[src/rtl/burning_ship_escape_time_top_assert.svh]
// Assertion macros for the burning ship escape-time block.
`ifndef BURNING_SHIP_ESCAPE_TIME_TOP_ASSERT_SVH
`define BURNING_SHIP_ESCAPE_TIME_TOP_ASSERT_SVH
`ifndef NO_ASSERTIONS
// Same-cycle implication, sampled on clk, off during reset.
`define BSET_ASSERT_IMPL(lbl, ante, cons, msg) \
    lbl: assert property (@(posedge clk) disable iff (!rst_n) (ante) |-> (cons)) \
        else $error(msg);
// Next-cycle implication, sampled on clk, off during reset.
`define BSET_ASSERT_NEXT(lbl, ante, cons, msg) \
    lbl: assert property (@(posedge clk) disable iff (!rst_n) (ante) |=> (cons)) \
        else $error(msg);
`else
`define BSET_ASSERT_IMPL(lbl, ante, cons, msg)
`define BSET_ASSERT_NEXT(lbl, ante, cons, msg)
`endif
`endif

[src/rtl/bset_pkg.sv]
// Package: constants, types and helpers of the burning ship escape-time block.
package bset_pkg;

    localparam int FRAC_BITS   = 26;
    localparam int Z_W         = 32;
    localparam int PROD_W      = 2 * Z_W;
    localparam int CNT_W       = 16;
    localparam int THRESH_BITS = 2 * FRAC_BITS + 2;
    localparam bit THRESH_ON   = (THRESH_BITS < PROD_W);

    localparam logic [CNT_W-1:0]  LIMIT_RESET = CNT_W'(64);
    localparam logic [Z_W-1:0]    MAG_MIN     = 32'h8000_0000;
    localparam logic [Z_W-1:0]    MAG_MAX     = 32'h7FFF_FFFF;
    // (2^31 - 1)^2, the square of a saturated magnitude
    localparam logic [PROD_W-1:0] SAT_SQ      = 64'h3FFF_FFFF_0000_0001;
    localparam logic [PROD_W-1:0] ESC_THRESH  =
        THRESH_ON ? (PROD_W'(1) << (THRESH_ON ? THRESH_BITS : 0)) : '0;

    typedef enum logic [2:0] {
        ST_IDLE,
        ST_SQ_R,
        ST_SQ_I,
        ST_CROSS,
        ST_CHECK,
        ST_FINISH
    } state_t;

    typedef enum logic [1:0] {
        OPSEL_RR,
        OPSEL_II,
        OPSEL_AB
    } opsel_t;

    typedef struct packed {
        logic   in_ready;
        logic   load;
        opsel_t opsel;
        logic   cap_sqr;
        logic   cap_sqi;
        logic   step;
        logic   emit;
    } ctrl_t;

    typedef struct packed {
        logic in_valid;
        logic stop;
        logic out_free;
    } status_t;

    // Clamp a 65-bit signed sum to the 32-bit signed range.
    function automatic logic [Z_W-1:0] sat32(input logic [PROD_W:0] v);
        logic neg;
        logic all_ones;
        logic all_zeros;
        logic [Z_W-1:0] r;
        neg       = v[PROD_W];
        all_ones  = &v[PROD_W:Z_W-1];
        all_zeros = ~|v[PROD_W:Z_W-1];
        if (neg && !all_ones) begin
            r = MAG_MIN;
        end else if (!neg && !all_zeros) begin
            r = MAG_MAX;
        end else begin
            r = v[Z_W-1:0];
        end
        return r;
    endfunction

endpackage

[src/rtl/bset_mul.sv]
// Shared 32x32 unsigned multiplier with a registered product.
module bset_mul (
    input  logic                      clk,
    input  logic [bset_pkg::Z_W-1:0]  op_a,
    input  logic [bset_pkg::Z_W-1:0]  op_b,
    output logic [bset_pkg::PROD_W-1:0] prod
);
    import bset_pkg::*;

    logic [PROD_W-1:0] prod_reg;
    logic [PROD_W-1:0] prod_next;

    assign prod_next = PROD_W'(op_a) * PROD_W'(op_b);

    always_ff @(posedge clk)
    begin
        prod_reg <= prod_next;
    end

    assign prod = prod_reg;

endmodule

[src/rtl/bset_ctrl.sv]
// Sequencer: steps one point through square, square, cross product and check.
module bset_ctrl (
    input  logic              clk,
    input  logic              rst_n,
    input  bset_pkg::status_t status,
    output bset_pkg::ctrl_t   ctrl
);
    import bset_pkg::*;

    state_t state_reg;
    state_t state_next;

    always_ff @(posedge clk or negedge rst_n)
    begin
        if (!rst_n) begin
            state_reg <= ST_IDLE;
        end else begin
            state_reg <= state_next;
        end
    end

    always_comb
    begin
        state_next = state_reg;
        ctrl       = '0;
        ctrl.opsel = OPSEL_RR;
        unique case (state_reg)
            ST_IDLE:
            begin
                ctrl.in_ready = 1'b1;
                if (status.in_valid) begin
                    ctrl.load  = 1'b1;
                    state_next = ST_SQ_R;
                end
            end
            ST_SQ_R:
            begin
                ctrl.opsel = OPSEL_RR;
                state_next = ST_SQ_I;
            end
            ST_SQ_I:
            begin
                ctrl.opsel   = OPSEL_II;
                ctrl.cap_sqr = 1'b1;
                state_next   = ST_CROSS;
            end
            ST_CROSS:
            begin
                ctrl.opsel   = OPSEL_AB;
                ctrl.cap_sqi = 1'b1;
                state_next   = ST_CHECK;
            end
            ST_CHECK:
            begin
                if (status.stop) begin
                    state_next = ST_FINISH;
                end else begin
                    ctrl.step  = 1'b1;
                    state_next = ST_SQ_R;
                end
            end
            ST_FINISH:
            begin
                // hold until the result register is free
                if (status.out_free) begin
                    ctrl.emit  = 1'b1;
                    state_next = ST_IDLE;
                end
            end
            default:
            begin
                state_next = ST_IDLE;
            end
        endcase
    end

endmodule

[src/rtl/burning_ship_escape_time_top.sv]
// Top level of the burning ship escape-time block: datapath, sequencer and result register.
//
// Takes one point c = (point_real, point_imag), signed Q6.26, and iterates the burning
// ship recurrence z = (|Re z| + i|Im z|)^2 + c from z = 0 until |z|^2 >= 4 or the pass
// count reaches iteration_limit; escape_count returns that count. All arithmetic is
// fixed point: squares and the cross product are exact 64-bit values, then truncated
// toward minus infinity back to the point format, and each new part of z saturates
// to 32 bits. One multiplier is shared by every product: a pass issues |Re z|^2,
// |Im z|^2 and the saturated cross product in turn, in ST_SQ_R, ST_SQ_I and ST_CROSS,
// and tests in ST_CHECK; a finished point goes through ST_FINISH back to idle before
// the next word can be taken. The input takes a new word only while no point is in
// flight; a finished result waits in its own register, so the next point may start
// while it is still unread, and a second finished point holds until that register
// is free. iteration_limit is written through cfg_write_en / cfg_write_data and must
// only be changed while the block is idle; a limit of zero returns zero for every point.
`include "burning_ship_escape_time_top_assert.svh"

module burning_ship_escape_time_top (
    input  logic                      clk,
    input  logic                      rst_n,
    input  logic                      cfg_write_en,
    input  logic [bset_pkg::CNT_W-1:0] cfg_write_data,
    input  logic                      in_valid,
    output logic                      in_ready,
    input  logic signed [bset_pkg::Z_W-1:0] point_real,
    input  logic signed [bset_pkg::Z_W-1:0] point_imag,
    output logic                      out_valid,
    input  logic                      out_ready,
    output logic [bset_pkg::CNT_W-1:0] escape_count
);
    import bset_pkg::*;

    // control
    ctrl_t   ctrl;
    status_t status;

    // configuration
    logic [CNT_W-1:0] limit_reg;

    // per-point scratch
    logic [Z_W-1:0]    cr_reg, cr_next;
    logic [Z_W-1:0]    ci_reg, ci_next;
    logic [Z_W-1:0]    zr_reg, zr_next;
    logic [Z_W-1:0]    zi_reg, zi_next;
    logic [CNT_W-1:0]  count_reg, count_next;
    logic [PROD_W-1:0] sqr_reg, sqr_next;
    logic [PROD_W-1:0] sqi_reg, sqi_next;

    // result register
    logic             out_valid_reg, out_valid_next;
    logic [CNT_W-1:0] escape_count_reg, escape_count_next;

    // datapath wires
    logic [Z_W-1:0]    mag_r, mag_i;
    logic [Z_W-1:0]    sat_r, sat_i;
    logic [Z_W-1:0]    op_a, op_b;
    logic [PROD_W-1:0] prod;
    logic [PROD_W-1:0] mag_sum;
    logic              escape;
    logic [PROD_W-1:0] a_sq, b_sq;
    logic [PROD_W-1:0] diff;
    logic [PROD_W-1:0] diff_shr;
    logic [PROD_W-1:0] cross_dbl;
    logic [PROD_W-1:0] cross_shr;
    logic [PROD_W:0]   nr_wide, ni_wide;

    bset_ctrl u_ctrl (
        .clk    (clk),
        .rst_n  (rst_n),
        .status (status),
        .ctrl   (ctrl)
    );

    bset_mul u_mul (
        .clk  (clk),
        .op_a (op_a),
        .op_b (op_b),
        .prod (prod)
    );

    // Magnitudes of z; -2^31 gives 2^31 here, saturated to 2^31 - 1 for the cross product.
    assign mag_r = zr_reg[Z_W-1] ? (~zr_reg + Z_W'(1)) : zr_reg;
    assign mag_i = zi_reg[Z_W-1] ? (~zi_reg + Z_W'(1)) : zi_reg;
    assign sat_r = (mag_r == MAG_MIN) ? MAG_MAX : mag_r;
    assign sat_i = (mag_i == MAG_MIN) ? MAG_MAX : mag_i;

    always_comb
    begin
        unique case (ctrl.opsel)
            OPSEL_RR:
            begin
                op_a = mag_r;
                op_b = mag_r;
            end
            OPSEL_II:
            begin
                op_a = mag_i;
                op_b = mag_i;
            end
            OPSEL_AB:
            begin
                op_a = sat_r;
                op_b = sat_i;
            end
            default:
            begin
                op_a = mag_r;
                op_b = mag_r;
            end
        endcase
    end

    // Escape test on the exact squares; both are at most 2^62, so the sum fits.
    assign mag_sum = sqr_reg + sqi_reg;
    assign escape  = THRESH_ON && (mag_sum >= ESC_THRESH);

    assign status.in_valid = in_valid;
    assign status.stop     = (count_reg >= limit_reg) || escape;
    assign status.out_free = !out_valid_reg || out_ready;

    // New real part: squares of the saturated magnitudes, floor shift, add c.
    assign a_sq      = (mag_r == MAG_MIN) ? SAT_SQ : sqr_reg;
    assign b_sq      = (mag_i == MAG_MIN) ? SAT_SQ : sqi_reg;
    assign diff      = a_sq - b_sq;
    assign diff_shr  = PROD_W'($signed(diff) >>> FRAC_BITS);
    assign nr_wide   = {diff_shr[PROD_W-1], diff_shr}
                     + {{(PROD_W-Z_W+1){cr_reg[Z_W-1]}}, cr_reg};

    // New imaginary part: cross product (held in the multiplier) doubled and shifted.
    assign cross_dbl = {prod[PROD_W-2:0], 1'b0};
    assign cross_shr = cross_dbl >> FRAC_BITS;
    assign ni_wide   = {1'b0, cross_shr}
                     + {{(PROD_W-Z_W+1){ci_reg[Z_W-1]}}, ci_reg};

    always_comb
    begin
        cr_next    = cr_reg;
        ci_next    = ci_reg;
        zr_next    = zr_reg;
        zi_next    = zi_reg;
        count_next = count_reg;
        sqr_next   = sqr_reg;
        sqi_next   = sqi_reg;
        if (ctrl.load) begin
            cr_next    = point_real;
            ci_next    = point_imag;
            zr_next    = '0;
            zi_next    = '0;
            count_next = '0;
        end
        if (ctrl.cap_sqr) begin
            sqr_next = prod;
        end
        if (ctrl.cap_sqi) begin
            sqi_next = prod;
        end
        if (ctrl.step) begin
            zr_next    = sat32(nr_wide);
            zi_next    = sat32(ni_wide);
            count_next = count_reg + CNT_W'(1);
        end
    end

    always_comb
    begin
        escape_count_next = escape_count_reg;
        out_valid_next    = out_valid_reg;
        if (ctrl.emit) begin
            escape_count_next = count_reg;
            out_valid_next    = 1'b1;
        end else if (out_ready) begin
            // drop the word once it is taken
            out_valid_next = 1'b0;
        end
    end

    always_ff @(posedge clk or negedge rst_n)
    begin
        if (!rst_n) begin
            limit_reg     <= LIMIT_RESET;
            count_reg     <= '0;
            out_valid_reg <= 1'b0;
        end else begin
            if (cfg_write_en) begin
                limit_reg <= cfg_write_data;
            end
            count_reg     <= count_next;
            out_valid_reg <= out_valid_next;
        end
    end

    always_ff @(posedge clk)
    begin
        cr_reg           <= cr_next;
        ci_reg           <= ci_next;
        zr_reg           <= zr_next;
        zi_reg           <= zi_next;
        sqr_reg          <= sqr_next;
        sqi_reg          <= sqi_next;
        escape_count_reg <= escape_count_next;
    end

    assign in_ready     = ctrl.in_ready;
    assign out_valid    = out_valid_reg;
    assign escape_count = escape_count_reg;

    // The pass count never runs past the limit while a point is in flight.
    `BSET_ASSERT_IMPL(a_count_in_limit, !ctrl.in_ready, count_reg <= limit_reg,
        "pass count exceeds iteration limit")
    // An accepted point starts from z = 0 with a zero count.
    `BSET_ASSERT_NEXT(a_load_clears, in_valid && in_ready,
        count_reg == '0 && zr_reg == '0 && zi_reg == '0, "point did not start from zero")
    // A result is only written into a free result register, and then shows as valid.
    `BSET_ASSERT_NEXT(a_emit_valid, ctrl.emit, out_valid && escape_count == $past(count_reg),
        "result register lost the finished count")
    // A pass is only taken below the limit and before escape.
    `BSET_ASSERT_IMPL(a_step_allowed, ctrl.step, count_reg < limit_reg && !escape,
        "pass taken after the loop should have stopped")

endmodule

[config.mk]
export PLATFORM = sky130hd
export DESIGN_NAME = burning_ship_escape_time_top
export DESIGN_NICKNAME = d
export VERILOG_FILES = /design/src/rtl/bset_pkg.sv /design/src/rtl/bset_mul.sv /design/src/rtl/bset_ctrl.sv /design/src/rtl/burning_ship_escape_time_top.sv
export VERILOG_INCLUDE_DIRS = /design/src /design/src/rtl
export SDC_FILE = /design/constraint.sdc
export NUM_CORES = 2
export LEC_CHECK = 0
export ABC_AREA = 0
export ABC_CLOCK_PERIOD_IN_PS = 33300
export BUFFER_PORTS_ARGS = -buffer_cell sky130_fd_sc_hd__buf_2
export CAP_MARGIN = 20
export CELL_PAD_IN_SITES_DETAIL_PLACEMENT = 1
export CELL_PAD_IN_SITES_GLOBAL_PLACEMENT = 2
export CORE_ASPECT_RATIO = 1.75
export CORE_MARGIN = 1
export CORE_UTILIZATION = 45
export DETAILED_ROUTE_END_ITERATION = 8
export GPL_ROUTABILITY_DRIVEN = 1
export PLACE_DENSITY_LB_ADDON = 0.1
export SLEW_MARGIN = 0
export SYNTH_ARGS = -nofsm -noshare
export SYNTH_HDL_FRONTEND = slang
export SYNTH_SLANG_ARGS = --single-unit
export TNS_END_PERCENT = 30
[constraint.sdc]
create_clock -name clk -period 33.3 [get_ports clk]
set_input_delay 0 -clock clk [delete_from_list [all_inputs] [get_ports clk]]
set_output_delay 0 -clock clk [all_outputs]
set_load 0.1 [all_outputs]
[Yosys cells after proc, flatten, opt, wreduce, memory -nomap -nowiden]
Cells that the tools add are included.
Storage, ports and cells
  register bits: 372
  output and inout bits: 18
  input bits: 85
Operators by class
  add/subtract/negate cells: 7
  equal/unequal tests: 11
  multiply operators: 1
  reduce and logical (&&, ||, !) cells: 19
  $lt $le $gt $ge: 2
  bitwise logic cells: 2
  muxes and demuxes: 32
Operators with widths (count)
  $mux W32: 11
  $mux W64: 2
  $pmux W32 S2: 2
  $reduce_and A34 Y1: 2
  $reduce_or A34 Y1: 2
  $add A32 B1 Y32 const B: 2
  $add A64 B64 Y64: 1
  $eq A32 B32 Y1 const B: 2
  $ge A64 B55 Y1 const B: 1
  $mul A32 B32 Y64: 1
  $not A32 Y32: 2
  $sub A64 B64 Y64: 1
  $add A39 B32 Y40: 1
  $add A38 B32 Y39: 1
  $mux W16: 2
  $pmux W3 S6: 1
  $add A16 B1 Y16 const B: 1
  $ge A16 B16 Y1: 1
  $mux W1: 9
  $mux W3: 3
  $eq A3 B2 Y1 const B: 2
  $eq A3 B3 Y1 const B: 2
  $logic_not A1 Y1: 5
  $logic_and A1 B1 Y1: 4
  other kinds (10): 13

[Longest topological paths before layout]
  depth after elaboration: 12
  depth in mapped cells: 42

[Cells and area by module]
A second synthesis with hierarchy kept.
Second synthesis, totals
  cell total of the unflattened synthesis: 6450
  area, all modules: 58920.3 µm²
Modules (own cells, without submodules)
  bset_mul: area each 34894.7 µm², seq. area each 1281.2 µm², cells each 3832, instances 1
  burning_ship_escape_time_top: area each 23807.8 µm², seq. area each 8994.9 µm², cells each 2595, instances 1
  bset_ctrl: area each 217.7 µm², seq. area each 75.1 µm², cells each 23, instances 1

[Worst setup path after synthesis]
No wires, ideal clock.
  path kind: register to register
  start point: register u_ctrl.state_reg[0]
  end point: register u_mul.prod_reg[60], in the netlist u_mul.prod[60]
  setup time: 125 ps
  data arrival time: 12094 ps
  cell stages (with the launch flop): 34
  path slack: 21081 ps
  period minus slack after synthesis: 12219 ps
  cells stage by stage: dfrtp_1 clkbuf_1 nand2_1 nor2_1 ha_1 clkbuf_1 buf_1 buf_1 o21ai_1 clkbuf_1 nor2_1 fa_1 inv_1 fa_1 fa_1 fa_1 inv_1 fa_1 fa_1 fa_1 fa_1 ha_1 clkbuf_1 and3_1 and2_1 o311a_1 o2111ai_1 a21oi_1 a311o_1 a221o_1 a21oi_1 or3_1 a31oi_1 xor2_1
On the way
  cells in the longest elaborated chain, start to end: 5
RTL lines
  start: declaration: RTL line bset_ctrl.sv:10  | state_t state_reg;
  start signal: assignment: RTL line bset_ctrl.sv:18  | state_reg <= state_next;
  $eq A3 B2 Y1: RTL line bset_ctrl.sv:27  | unique case (state_reg)
  $pmux W2 S2 (*): RTL line bset_ctrl.sv:27
  $eq A2 B2 Y1 / $eq A2 B1 Y1 (equally long branches): RTL line burning_ship_escape_time_top.sv:89  | unique case (ctrl.opsel)
  $pmux W32 S2: RTL line burning_ship_escape_time_top.sv:89
  $mul A32 B32 Y64 (*): RTL line bset_mul.sv:13  | assign prod_next = PROD_W'(op_a) * PROD_W'(op_b);
  via u_mul.prod_next[60]: RTL line bset_mul.sv:11  | logic [PROD_W-1:0] prod_next;
  end signal: assignment: RTL line bset_mul.sv:17  | prod_reg <= prod_next;
  end: declaration: RTL line bset_mul.sv:10  | logic [PROD_W-1:0] prod_reg;
Mark *: on every way through the listed nets, which the timed path passes. The rest lies on a longest branch.
A chain may end at the register's enable or synchronous reset.

[Final worst setup path]
  start point: register zi_reg[2]
  end point: register u_mul.prod_reg[63], in the netlist u_mul.prod[63]
On the way
  cells in the longest elaborated chain, start to end: 7
RTL lines
  start: declaration: RTL line burning_ship_escape_time_top.sv:44  | logic [Z_W-1:0] zi_reg, zi_next;
  start signal: assignment: RTL line burning_ship_escape_time_top.sv:197  | zi_reg <= zi_next;
  $not A32 Y32: RTL line burning_ship_escape_time_top.sv:83  | assign mag_i = zi_reg[Z_W-1] ? (~zi_reg + Z_W'(1)) : zi_reg;
  $add A32 B1 Y32: RTL line burning_ship_escape_time_top.sv:83
  $mux W32 (*): RTL line burning_ship_escape_time_top.sv:83
  $eq A32 B32 Y1: RTL line burning_ship_escape_time_top.sv:85  | assign sat_i = (mag_i == MAG_MIN) ? MAG_MAX : mag_i;
  $mux W32: RTL line burning_ship_escape_time_top.sv:85
  $pmux W32 S2: RTL line burning_ship_escape_time_top.sv:89
  $mul A32 B32 Y64 (*): RTL line bset_mul.sv:13
  via u_mul.prod_next[63]: RTL line bset_mul.sv:11
Marked as above.

==> reports/metrics.yaml <==
floorplan:
  die_x_um: 272.8
  rows: 173
  initial_core_util: 0.4544
  dieArea_um2: 129800
  core_um2: 127100
  ios: 103
  dieHeight_um: 475.8
timing:
  tightestPinTransition_ns: 1.244
  layout_min_cycle_time_ns: 12.28
  skew_ns: 0.03227
  hold_viol: 0
  finalSetupViolCount: 0
  final_max_slew_viol_count: 0
  whs_ns: 0.08183
  grt_setup_unrepaired: "false"
  slew_headroom: 0.1698
  timing.final.crit_share: 0.3687
  max_freq_mhz: 81.46
  fin_setup_tns_ns: 0
synthesis:
  synth.avg_cell_area_um2: 8.945
  synth.distinct_cells: 87
  synth_edf_count: 272
  synth_most_common_cell: "inv_1"
  synth.yosys.seq_area_share: 0.1793
  dominantRegCellSynth: "edfxtp_1"
  synthTopCellsByArea: "fa_1 31%, edfxtp_1 14%, ha_1 11%"
  synth_top_area_frac: 0.3117
  async_reset_ff_frac: 0.09677
  yosysWarningCount: 0
  synth.cells.most_frequent: "942 x inv_1, 899 x fa_1, 809 x nor2_1, 690 x nand2_1, 486 x ha_1"
  ys_ff_latch: 372
  syn_inst: 6454
  yosys.area.top_type: "fa_1"
  synth_area_um2: 57730
  synth_fp_nets: 7924
clock_network:
  numCtsBuffers: 36
  cts_setup_buffers: 0
  cts_buffer_depth: 3
  cts_hold_buf: 115
  cts_tree: "yes"
  cts.sinks: 372
  clock_latency_ns: 0.59
  post_cts_resized: 0
  h-tree-depth: 2
  clock-root-buffer: "clkbuf_16"
  cts.reportedPaths.clkPinSlew_ns: 0.08
final_layout:
  multi_input_area_um2: 43000
  syn2layout_area_growth_pct: 8.810
  fillers: 14730
  seqCellArea_um2: 10350
  fin_nets: 8016
  drive_gt1_frac: 0.05812
setup_path:
  cp_data_required_time_ns: 33.76
  start_kind: "flop"
  critPathKind: "reg2reg"
  cp_top_family: "adder cells"
  arrival_ns: 12.74
  crit_buf_inv: 8
  end_kind: "flop"
  crit_top_cell: "fa_1"
  cp-startpoint: "zi_reg[2]"
  critPathMaxStageDelay_ns: 0.79
  critPathMaxFanout: 40
  cp_slowest_cell: "nor4_4"
  rr_startpoint: "zi_reg[2]"
global_routing:
  grt_max_degree: 81
  grt_pass1_vias: 54180
  grt_pass1_wl_mm: 344.3
  antenna_found_initial: 4
  grt_usage: 0.3643
  gr-total-overflow: 0
placed_design:
  io_buffers: 102
  dp_hpwl_mm: 189.1
  globalplace.congestion: 1.007
drt:
  routed_wl_mm: 234.4
  first_pass_iters: 5
  route.detailed.drc: 0
  vias: 48390
  drt_iter0_markers: 2404
  routed_via_density: 5.875
  wire_per_inst_um: 28.46
  ant_nets: 0
outcome:
  status: "finished clean"
run:
  cap_violations: 0
hold_path:
  hp-class: "in2async"
-- worst reg2reg max path: cells and delay by family (launching register included) --
family	cells	cell delay [ns]
AOI/OAI and AO/OA	9	2.30
adders and majority gates	9	4.10
xor gates and xnor gates	1	0.16
DFF	1	0.52
buffers and inverters	8	1.26
muxes	1	0.29
and+or+nand+nor	7	3.52
-- metrics by stage --
stage	setup WS, ns	utilization	std cells	instance area (um^2)
after global routing	20.70	0.4944	8236	62820
after CTS	21.18	0.4944	8235	62820
final	21.02	0.4944	8236	62820
after floorplan	21.08	-	6454	57730
after detailed placement	21.27	0.4758	8055	60450
after global placement	21.02	0.4753	8050	60390
-- layout make-up --
cell class,count,share of cell area
Timing Repair Buffer,344,0.04195
Sequential cell,372,0.1648
Multi-Input combinational cell,4850,0.6845
Antenna cell,1,0.00003984
Clock inverter,21,0.003705
Tap cell,1662,0.03310
Inverter,942,0.05629
Clock buffer,44,0.01564
-- logic make-up (layout without fill, tap and decap cells) --
group                      after synthesis  in the layout  synth area share
xor gates and xnor gates               238            238           0.03611
muxes                                   15             15          0.002731
buffers and inverters                 1232           1351           0.08095
DFF                                    372            372            0.1793
other                                    0              1                 0
and+or+nand+nor                       2024           2024            0.1548
adders and majority gates             1385           1385            0.4171
AOI/OAI and AO/OA                     1188           1188            0.1291
-- metal layers --
metal	wire length, um	global-route usage	vias up
li1	-	-	21210
met1	82090	0.3827	25060
met2	120800	0.6649	1445
met3	10520	0.04181	673
met4	20970	0.2705	2
met5	8	0	-
-- worst paths after layout --
check | to | slack [ns] | cells after the start
hold reg to reg | sqr_reg[6] | 0.42 | 0
setup reg to reg | u_mul.prod[63] | 21.02 | 35
min in group clk | ci_reg[25] | 0.13 | 2
setup / recovery | u_mul.prod[63] | 21.02 | 35
max in group asynchronous | u_ctrl.state_reg[2] | 32.66 | 2
hold / removal | limit_reg[0] | 0.08 | 2
-- cells in the final DEF (no fill, tap or decap), types with 102 or more instances in the layout --
master,instances
o21ai_0,231
edfxtp_1,272
nand2_1,688
nor2_1,808
dlygate4sd3_1,115
ha_1,485
a21o_1,129
buf_2,102
inv_1,939
a21oi_1,372
fa_1,899
xnor2_1,139
buf_4,126
Power is left out: the tool's default activity adds up to more than one toggle a clock period on the data nets, which glitch-free logic cannot reach.
